### src/cbbs_pkg.sv
// Shared types, constants and helpers for the code block boundary splitter.
// No dependencies; imported by cbbs_scan and code_block_boundary_splitter.
package cbbs_pkg;

    // Offset counter, brace depth and output widths
    localparam int OFFSET_BITS = 32;
    localparam int DEPTH_BITS  = 16;
    localparam int OUT_BITS    = 32;

    // Character codes
    localparam logic [7:0] CH_NL     = 8'h0A;
    localparam logic [7:0] CH_CR     = 8'h0D;
    localparam logic [7:0] CH_TAB    = 8'h09;
    localparam logic [7:0] CH_SPACE  = 8'h20;
    localparam logic [7:0] CH_LBRACE = 8'h7B;
    localparam logic [7:0] CH_RBRACE = 8'h7D;
    localparam logic [7:0] CH_DQUOTE = 8'h22;
    localparam logic [7:0] CH_SQUOTE = 8'h27;
    localparam logic [7:0] CH_BSLASH = 8'h5C;
    localparam logic [7:0] CH_SLASH  = 8'h2F;
    localparam logic [7:0] CH_STAR   = 8'h2A;

    // One input request
    typedef struct packed {
        logic [7:0] data_byte;
        logic       doc_end;
    } in_item_t;

    // One result request
    typedef struct packed {
        logic [OUT_BITS-1:0] span_begin;
        logic [OUT_BITS-1:0] span_finish;
        logic                closes_document;
        logic                offset_overflow;
    } out_item_t;

    // Byte handed from the top level to the scanner
    typedef struct packed {
        logic       take;
        logic [7:0] data_byte;
        logic       doc_end;
    } scan_req_t;

    // Mask or zero-extend an offset to the output width
    function automatic logic [OUT_BITS-1:0] to_out(input logic [OFFSET_BITS-1:0] v);
        logic [OFFSET_BITS+OUT_BITS-1:0] w;
        begin
            w = {{OUT_BITS{1'b0}}, v};
            return w[OUT_BITS-1:0];
        end
    endfunction

endpackage

### src/cbbs_scan.sv
// Lexical scanner: strings, char literals, escapes, comments, brace depth
// and blank-line tracking. Depends on cbbs_pkg.
module cbbs_scan
    import cbbs_pkg::*;
(
    input  logic      aclk,
    input  logic      aresetn,
    input  scan_req_t req,
    output logic      line_closes
);

    logic [DEPTH_BITS-1:0] level_reg, level_next;
    logic in_str_reg, in_str_next;
    logic in_chr_reg, in_chr_next;
    logic esc_reg, esc_next;
    logic lcmt_reg, lcmt_next;
    logic bcmt_reg, bcmt_next;
    logic slash_reg, slash_next;
    logic star_reg, star_next;
    logic blank_reg, blank_next;

    logic [7:0] c;

    assign c = req.data_byte;

    // A newline now would close a unit
    assign line_closes = blank_reg && (level_reg == '0);

    // Next-state logic for one byte
    always_comb begin
        level_next  = level_reg;
        in_str_next = in_str_reg;
        in_chr_next = in_chr_reg;
        esc_next    = esc_reg;
        lcmt_next   = lcmt_reg;
        bcmt_next   = bcmt_reg;
        slash_next  = slash_reg;
        star_next   = star_reg;
        blank_next  = blank_reg;
        if (c == CH_NL) begin
            slash_next = 1'b0;
            lcmt_next  = 1'b0;
            star_next  = 1'b0;
            blank_next = 1'b1;
        end else begin
            if (c != CH_SPACE && c != CH_TAB && c != CH_CR) begin
                blank_next = 1'b0;
            end
            star_next = (c == CH_STAR);
            if (lcmt_reg) begin
                // line comment swallows everything
            end else if (bcmt_reg) begin
                if (c == CH_SLASH && star_reg) begin
                    bcmt_next = 1'b0;
                end
            end else if (in_str_reg || in_chr_reg) begin
                if (esc_reg) begin
                    esc_next = 1'b0;
                end else if (c == CH_BSLASH) begin
                    esc_next = 1'b1;
                end else if (in_str_reg && c == CH_DQUOTE) begin
                    in_str_next = 1'b0;
                end else if (in_chr_reg && c == CH_SQUOTE) begin
                    in_chr_next = 1'b0;
                end
            end else if (slash_reg && c == CH_SLASH) begin
                slash_next = 1'b0;
                lcmt_next  = 1'b1;
            end else if (slash_reg && c == CH_STAR) begin
                slash_next = 1'b0;
                bcmt_next  = 1'b1;
            end else begin
                slash_next = 1'b0;
                if (c == CH_DQUOTE) begin
                    in_str_next = 1'b1;
                end else if (c == CH_SQUOTE) begin
                    in_chr_next = 1'b1;
                end else if (c == CH_SLASH) begin
                    slash_next = 1'b1;
                end else if (c == CH_LBRACE) begin
                    if (level_reg != '1) begin
                        level_next = level_reg + 1'b1;
                    end
                end else if (c == CH_RBRACE) begin
                    if (level_reg != '0) begin
                        level_next = level_reg - 1'b1;
                    end
                end
            end
        end
    end

    // State registers; the last byte of a document returns to reset state
    always_ff @(posedge aclk) begin
        if (!aresetn || (req.take && req.doc_end)) begin
            level_reg  <= '0;
            in_str_reg <= 1'b0;
            in_chr_reg <= 1'b0;
            esc_reg    <= 1'b0;
            lcmt_reg   <= 1'b0;
            bcmt_reg   <= 1'b0;
            slash_reg  <= 1'b0;
            star_reg   <= 1'b0;
            blank_reg  <= 1'b1;
        end else if (req.take) begin
            level_reg  <= level_next;
            in_str_reg <= in_str_next;
            in_chr_reg <= in_chr_next;
            esc_reg    <= esc_next;
            lcmt_reg   <= lcmt_next;
            bcmt_reg   <= bcmt_next;
            slash_reg  <= slash_next;
            star_reg   <= star_next;
            blank_reg  <= blank_next;
        end
    end

endmodule

### src/code_block_boundary_splitter.sv
// Top level of the code block boundary splitter: offset tracking, span
// emission and the result register. Depends on cbbs_pkg and cbbs_scan.
//
//  channel | ports                          | payload
//  --------+--------------------------------+------------------------------
//  input   | s_valid, s_ready, s_payload    | in_item_t  (byte, doc_end)
//  result  | m_valid, m_ready, m_payload    | out_item_t (span, flags)
//
// One byte per clock; a byte's scan and span decision finish in the cycle
// it is taken, and its result (if any) appears in the result register the
// cycle after. A held result stalls input only while m_ready is low.
// aresetn is synchronous, active low, and clears all scan and offset state;
// the last byte of a document does the same after its result is formed.
module code_block_boundary_splitter
    import cbbs_pkg::*;
(
    input  logic      aclk,
    input  logic      aresetn,
    input  logic      s_valid,
    output logic      s_ready,
    input  in_item_t  s_payload,
    output logic      m_valid,
    input  logic      m_ready,
    output out_item_t m_payload
);

    logic [OFFSET_BITS-1:0] pos_reg;
    logic [OFFSET_BITS-1:0] pos_next;
    logic [OFFSET_BITS-1:0] start_reg;
    logic                   ovf_reg;
    logic                   ovf_next;
    logic                   m_valid_reg;
    out_item_t              m_payload_reg;

    logic                   take;
    logic                   is_nl;
    logic                   line_closes;
    logic                   emit;
    logic [OFFSET_BITS-1:0] span_b;
    logic [OFFSET_BITS-1:0] span_f;
    scan_req_t              scan_req;

    // Accept whenever the result slot is free or being drained
    assign s_ready = !m_valid_reg || m_ready;
    assign take    = s_valid && s_ready;
    assign m_valid   = m_valid_reg;
    assign m_payload = m_payload_reg;

    assign scan_req.take      = take;
    assign scan_req.data_byte = s_payload.data_byte;
    assign scan_req.doc_end   = s_payload.doc_end;

    cbbs_scan u_scan (
        .aclk        (aclk),
        .aresetn     (aresetn),
        .req         (scan_req),
        .line_closes (line_closes)
    );

    // Saturating offset counter
    always_comb begin
        if (pos_reg == '1) begin
            pos_next = pos_reg;
            ovf_next = 1'b1;
        end else begin
            pos_next = pos_reg + 1'b1;
            ovf_next = ovf_reg;
        end
    end

    // Span selection: a closing blank line ends before its newline,
    // otherwise the last byte ends the remainder after itself
    assign is_nl  = (s_payload.data_byte == CH_NL);
    assign span_b = start_reg;
    assign span_f = (is_nl && line_closes) ? pos_reg : pos_next;
    assign emit   = ((is_nl && line_closes) || s_payload.doc_end) && (span_f > span_b);

    // Offset state
    always_ff @(posedge aclk) begin
        if (!aresetn || (take && s_payload.doc_end)) begin
            pos_reg   <= '0;
            start_reg <= '0;
            ovf_reg   <= 1'b0;
        end else if (take) begin
            pos_reg <= pos_next;
            ovf_reg <= ovf_next;
            if (is_nl && line_closes) begin
                start_reg <= pos_next;
            end
        end
    end

    // Result register
    always_ff @(posedge aclk) begin
        if (!aresetn) begin
            m_valid_reg <= 1'b0;
        end else if (take) begin
            m_valid_reg <= emit;
        end else if (m_ready) begin
            m_valid_reg <= 1'b0;
        end
    end

    always_ff @(posedge aclk) begin
        if (take && emit) begin
            m_payload_reg.span_begin      <= to_out(span_b);
            m_payload_reg.span_finish     <= to_out(span_f);
            m_payload_reg.closes_document <= s_payload.doc_end;
            m_payload_reg.offset_overflow <= ovf_next;
        end
    end

endmodule

### config.mk
export PLATFORM = sky130hd
export DESIGN_NAME = code_block_boundary_splitter
export DESIGN_NICKNAME = d
export VERILOG_FILES = /design/src/cbbs_pkg.sv /design/src/cbbs_scan.sv /design/src/code_block_boundary_splitter.sv
export SDC_FILE = /design/constraint.sdc
export NUM_CORES = 1
export LEC_CHECK = 0
export BUFFER_PORTS_ARGS = -buffer_cell sky130_fd_sc_hd__buf_4
export CELL_PAD_IN_SITES_DETAIL_PLACEMENT = 1
export CELL_PAD_IN_SITES_GLOBAL_PLACEMENT = 1
export CORE_MARGIN = 2
export CORE_UTILIZATION = 42
export CTS_CLUSTER_DIAMETER = 200
export CTS_CLUSTER_SIZE = 30
export DETAILED_ROUTE_END_ITERATION = 12
export PLACE_DENSITY_LB_ADDON = 0.1
export SYNTH_ARGS = -nofsm -noshare
export SYNTH_HDL_FRONTEND = slang
export SYNTH_SLANG_ARGS = --single-unit
### constraint.sdc
create_clock -name aclk -period 6.7 [get_ports aclk]
set_input_delay 0.67 -clock aclk [delete_from_list [all_inputs] [get_ports aclk]]
set_output_delay 0.67 -clock aclk [all_outputs]
set_load 0.005 [all_outputs]
== Yosys cells after proc, flatten, opt, wreduce, memory -nomap -nowiden ==
Index checks and enable logic that the tools add are counted.

* $add $sub $neg: 3
* Magnitude comparators: 1
* Equality and inequality tests: 25
* Mux-type cells: 49
* Bitwise gates (word level): 9
* Reduce and logical (&&, ||, !) cells: 35

{| class="wikitable"
|+ Operator list
! operator !! number
|-
| $mux W16 || 4
|-
| $mux W32 || 2
|-
| $mux W1 || 43
|-
| $add A32 B1 Y32 const B || 1
|-
| $eq A32 B32 Y1 const B || 1
|-
| $eq A8 B6 Y1 const B || 4
|-
| $gt A32 B32 Y1 || 1
|-
| $eq A8 B7 Y1 const B || 3
|-
| $ne A2 B2 Y1 const B || 9
|-
| $add A16 B1 Y16 const B || 1
|-
| $logic_not A16 Y1 || 1
|-
| $ne A16 B16 Y1 const B || 1
|-
| $ne A8 B4 Y1 const B || 2
|-
| $reduce_bool A16 Y1 || 1
|-
| $sub A16 B1 Y16 const B || 1
|-
| $logic_and A1 B1 Y1 || 13
|-
| $reduce_and A13 Y1 || 1
|-
| $reduce_and A12 Y1 || 1
|-
| $reduce_bool A2 Y1 || 6
|-
| $reduce_and A10 Y1 || 1
|-
| $not A1 Y1 || 9
|-
| $eq A8 B4 Y1 const B || 1
|-
| $ne A8 B6 Y1 const B || 1
|-
| $ne A2 B1 Y1 const B || 3
|-
| 6 further kinds || 11
|}

* Register bits: 156
* Output and inout bits: 68
* Logic and storage cells: 139

== Longest topological paths before layout ==
* Depth after elaboration: 10
* Mapped depth: 18
* Mapped depth without buffers: 17

== Modules after synthesis ==
From an unflattened synthesis, not the netlist that was laid out.

* Cells, all modules: 902
* Area total of the unflattened synthesis: 8476.9 sq um

{| class="wikitable"
|+ Modules (own cells, without submodules)
! module !! instances !! cells an instance !! area an instance (sq um) !! seq. area each (sq um)
|-
| code_block_boundary_splitter || 1 || 661 || 6581.3 || 3303.2
|-
| cbbs_scan || 1 || 241 || 1895.6 || 480.5
|}

== Worst setup path after synthesis ==
Ideal clock, no wire load.

* Path type: register -> register
* Start point: register pos_reg[0]
* End point: register m_payload_reg (netlist bit m_payload[0]) (enable)
* Data arrival time: 5780 ps
* Setup slack: 430 ps
* Stages on the path, launching flop included: 18
* Buffers on the path: 1
* Period minus slack after synthesis: 6270 ps
* Cells stage by stage: dfxtp_1 ha_1 nand3_2 nor3_1 and4_4 buf_2 nor2_1 nand3_1 nor2_1 xor2_1 ha_1 a21o_1 a21o_1 a21oi_1 o21a_1 o211ai_1 a21oi_1 nor2_1

* Cells in the longest elaborated chain, start to end: 6
* Elaborated cells between the ends (all ways): 7

{| class="wikitable"
|+ RTL lines
! item !! line !! RTL
|-
| start: declaration || code_block_boundary_splitter.sv:27 || <nowiki>logic [OFFSET_BITS-1:0] pos_reg;</nowiki>
|-
| start signal: assignment || code_block_boundary_splitter.sv:85 || <nowiki>pos_reg <= pos_next;</nowiki>
|-
| $add A32 B1 Y32 or $eq A32 B32 Y1 (tied branches) || code_block_boundary_splitter.sv:66, code_block_boundary_splitter.sv:62 ||
|-
| $mux W32 * || code_block_boundary_splitter.sv:62 || <nowiki>if (pos_reg == '1) begin</nowiki>
|-
| $mux W32 * || code_block_boundary_splitter.sv:75 || <nowiki>assign span_f = (is_nl && line_closes) ? pos_reg : pos_next;</nowiki>
|-
| named net span_f[5] || code_block_boundary_splitter.sv:40 || <nowiki>logic [OFFSET_BITS-1:0] span_f;</nowiki>
|-
| $gt A32 B32 Y1 * || code_block_boundary_splitter.sv:76 || <nowiki>assign emit = ((is_nl && line_closes) || s_payload.doc_end) && (span_f > span_b);</nowiki>
|-
| $logic_and A1 B1 Y1 * || code_block_boundary_splitter.sv:76 ||
|-
| $logic_and A1 B1 Y1 * || code_block_boundary_splitter.sv:105 || <nowiki>if (take && emit) begin</nowiki>
|-
| end: declaration || code_block_boundary_splitter.sv:33 || <nowiki>out_item_t m_payload_reg;</nowiki>
|}

Mark *: on every way through the listed nets, which the timed path passes. The rest lies on a longest branch.
A chain may end at the register's enable or synchronous reset.

== Worst setup path in the final report ==
* Start point: register pos_reg[2]
* End point: register m_payload_reg (netlist bit m_payload[50]) (enable)

The elaborated chain is that of the path after synthesis.

==> flow_summary_export.csv <==
group,metric,value,unit
floorplanning,initial_core_util,42.9,%
worst_setup_path,slowest_stage,"a311oi_4",
floorplanning,die_w,145,µm
sta,maxClockFrequency,0.212,GHz
global_route,grt_pass1_vias,6916,
routing,drt.antenna.violating_nets,0,
synth,syn_area_per_cell,9.57,µm²
clock_tree,holdBufCountCts,0,
sta,post-route-period-util,70.5,%
worst_setup_path,cp.required,6.77,ns
sta,tightestPinTransition,0.960,ns
routing,drt_iter0_markers,376,
synth,syn-instance-count,872,
power_and_ir_drop,comb_power_share,5.0,%
floorplanning,fp-row-count,51,
sta,setup_viol_count_final,0,
routing,wl_per_cell,18.5,µm
routing,wirelength,22.4,mm
worst_setup_path,rr_endpoint,"m_payload[50]$_DFFE_PP_",
floorplanning,ios,81,
min_path,hold_depth,0,
min_path,hp-start,"span_b[1]$_SDFFE_PP0P_",
clock_tree,cts_sinks,156,
sta,rsz0062_at_grt,"false",
global_route,grt_first_pass_wirelength,36.8,mm
synth,synthesis.area,0.00834,mm²
place,gp_congestion,0.875,
clock_tree,cts_resized,0,
synth,syn-num-nets,933,
final_layout,fin_nets,989,
power_and_ir_drop,cellPowerDensity,220,mW/mm²
final_layout,largest_reg_flops,66,
synth,synth_top_area_share,23.8,%
synth,synth-edff-count,66,
worst_setup_path,slowest_delay,0.60,ns
routing,drc,0,
sta,slew_headroom,36.0,%
clock_tree,clk_pin_slew_worst_paths,0.06,ns
synth,synth_area_leaders,"edfxtp_1, dfxtp_1, ha_1",
power_and_ir_drop,ir_drop,0.177,mV
final_layout,regArea,0.00378,mm²
power_and_ir_drop,p_sw,477,µW
worst_setup_path,cp_max_fo,33,
synth,synth.yosys.warnings,0,
final_layout,syn2layout_area_growth,15.8,%
synth,yosysSeqAreaShare,45.3,%
floorplanning,die_area,0.0210,mm²
global_route,gr-total-overflow,0,
place,port_buffers,80,
worst_setup_path,cp.arrival,4.79,ns
run_status,status,"completed",
power_and_ir_drop,leakagePower,3.82,nW
clock_tree,clk_latency,0.43,ns
min_path,hold_path.class,"reg -> reg",
final_layout,drive_above_1_share,14.6,%
sta,finalHoldViolCount,0,
global_route,grt_max_degree,64,
clock_tree,htree_num_levels,4,
worst_setup_path,critPathBufInv,1,
worst_setup_path,path_class,"reg -> reg",
clock_tree,cts_tree,"done",
worst_setup_path,rr_worst_depth,14,
final_layout,final_area,0.00966,mm²
power_and_ir_drop,switching_share,22.4,%
clock_tree,clockBufferDepth,2,
final_layout,multi_input_area,0.00415,mm²
worst_setup_path,end_kind,"flop",
sta,finalCriticalPeriod,4.72,ns
global_route,grt_usage,21.6,%
min_path,whs_endpoint,"m_payload[35]$_DFFE_PP_",
worst_setup_path,worstSetupStartpointType,"flop",
synth,yosys_register_bits,156,
routing,drt_pass1_iterations,4,
sta,fin_skew,0.0117,ns
clock_tree,post_cts_buffers,0,
routing,vias_per_cell,5.52,
place,dp_hpwl,16.4,mm
worst_setup_path,crit_chain,"nand3_1 -> nor3_4 -> nand2_1 -> a311oi_4 -> nand2b_1 -> nor2_1 -> xor2_1 -> ha_1 -> nand4_1 -> or3_1 -> o221ai_1 -> a21oi_1 -> nor2_4 -> buf_4",
sta,fin_setup_tns,0,ns
clock_tree,root_buffer,"clkbuf_16",
final_layout,nFillCells,2203,
final_layout,antenna_cells,0,
power_and_ir_drop,power_frac_clock,47.1,%
sta,slew_viol_final,0,
power_and_ir_drop,p_seq_share,47.9,%
floorplanning,die_y,145,µm
place,placed_area,0.00905,mm²
worst_setup_path,cp-startpoint,"pos_reg[2]$_SDFFE_PP0P_",
synth,synth_largest_area_cell,"edfxtp_1",
power_and_ir_drop,internal_power,1.65,mW
routing,vias,6653,
synth,ys.flop_type,"dfxtp_1",
global_route,antenna_found_initial,0,
worst_setup_path,r2r_slack,1.98,ns
synth,yosysUniqueCellTypes,67,
worst_setup_path,path_delay_family,"simple AND/OR/NAND/NOR gates",
floorplanning,core_area,0.0195,mm²
worst_setup_path,regToRegStartpoint,"pos_reg[2]$_SDFFE_PP0P_",
clock_tree,cts_made_buffers,17,
synth,async_flop_share,0,%
flow_run,maxCapViolCount,0,
==> through the flow <==
stage / setup slack [ns] / hold WS, ns / utilization, % / cells / power, mW
floorplan: 0.430 / 0.408 / - / 872 / 1.09
global placement: 1.97 / 0.420 / 46.5 / 1174 / 1.14
detailed placement: 1.84 / 0.423 / 46.5 / 1174 / 1.15
CTS: 2.01 / 0.438 / 49.6 / 1206 / 2.15
global route: 1.73 / 0.448 / 49.6 / 1206 / 2.20
finish: 1.98 / 0.446 / 49.6 / 1206 / 2.13
==> cell usage in the layout, fill, tap and decap left out, types with 39 or more instances in the layout <==
cell type / instances
nand2_1: 70
xnor2_1: 39
dfxtp_1: 90
buf_4: 85
a21oi_1: 54
nor2_1: 105
ha_1: 47
edfxtp_1: 66
xor2_1: 45
==> synth_stat cells, types with 4 or more instances <==
| cell | count |
|---|---|
| nor2_1 | 106 |
| dfxtp_1 | 90 |
| nand2_1 | 71 |
| edfxtp_1 | 66 |
| a21oi_1 | 54 |
| ha_1 | 47 |
| xor2_1 | 45 |
| xnor2_1 | 39 |
| inv_1 | 38 |
| o21ai_0 | 38 |
| a211oi_1 | 27 |
| nand4_1 | 27 |
| nand3_1 | 24 |
| clkbuf_1 | 22 |
| or3_1 | 21 |
| a21o_1 | 19 |
| buf_2 | 14 |
| nand2b_1 | 9 |
| nor3_1 | 9 |
| nor4_1 | 9 |
| mux2i_1 | 8 |
| o21a_1 | 8 |
| and4_1 | 6 |
| buf_6 | 6 |
| and2_1 | 5 |
| a31oi_1 | 4 |
| nor3b_1 | 4 |
==> cells by family (layout without fill, tap and decap cells) <==
group                    Yosys count  count (layout)  share of synthesized area, %
adder cells (fa/ha/maj)           48              48                          7.29
flip-flops                       156             156                          45.3
AO/OA/AOI/OAI                    167             167                          12.5
AND/OR/NAND/NOR                  322             322                          20.1
multiplexers                       8               8                         0.960
buffers and inverters             87             156                          5.02
XOR/XNOR                          84              84                          8.82
==> cell type report <==
type	count	share of cell area, %
multi-input combinational	629	43.0
sequential	156	39.2
timing repair buffer	85	6.61
clock buffer	19	4.59
tap	265	3.43
clock inverter	13	1.71
inverter	39	1.52
==> power by group through the flow <==
stage | sequential, mW | combinational [mW] | clock [mW]
floorplan | 1.04 | 0.0523 | 0
global placement | 1.04 | 0.104 | 0
detailed placement | 1.04 | 0.108 | 0
CTS | 1.02 | 0.108 | 1.02
global route | 1.02 | 0.116 | 1.06
finish | 1.02 | 0.106 | 1.00
==> worst max-delay path by stage <==
| stage | to | slack [ns] | cells after the start |
|---|---|---|---|
| after global routing | m_payload[32]$_DFFE_PP_ | 1.73 | 14 |
| after CTS | m_payload[60]$_DFFE_PP_ | 2.01 | 14 |
| after floorplan | m_payload[0]$_DFFE_PP_ | 0.43 | 17 |
| after detailed placement | m_payload[32]$_DFFE_PP_ | 1.84 | 14 |
| final | m_payload[50]$_DFFE_PP_ | 1.98 | 14 |
| after global placement | m_payload[56]$_DFFE_PP_ | 1.97 | 14 |
==> metal layers <==
layer,track usage [%],part of all wire [%],vias up
li1,-,-,3198
met5,0,0,-
met1,28.1,45,3296
met4,6.39,1.5,0
met2,37.4,49,130
met3,3.24,3.9,29
No activity file was read; power rests on OpenSTA's default activity.
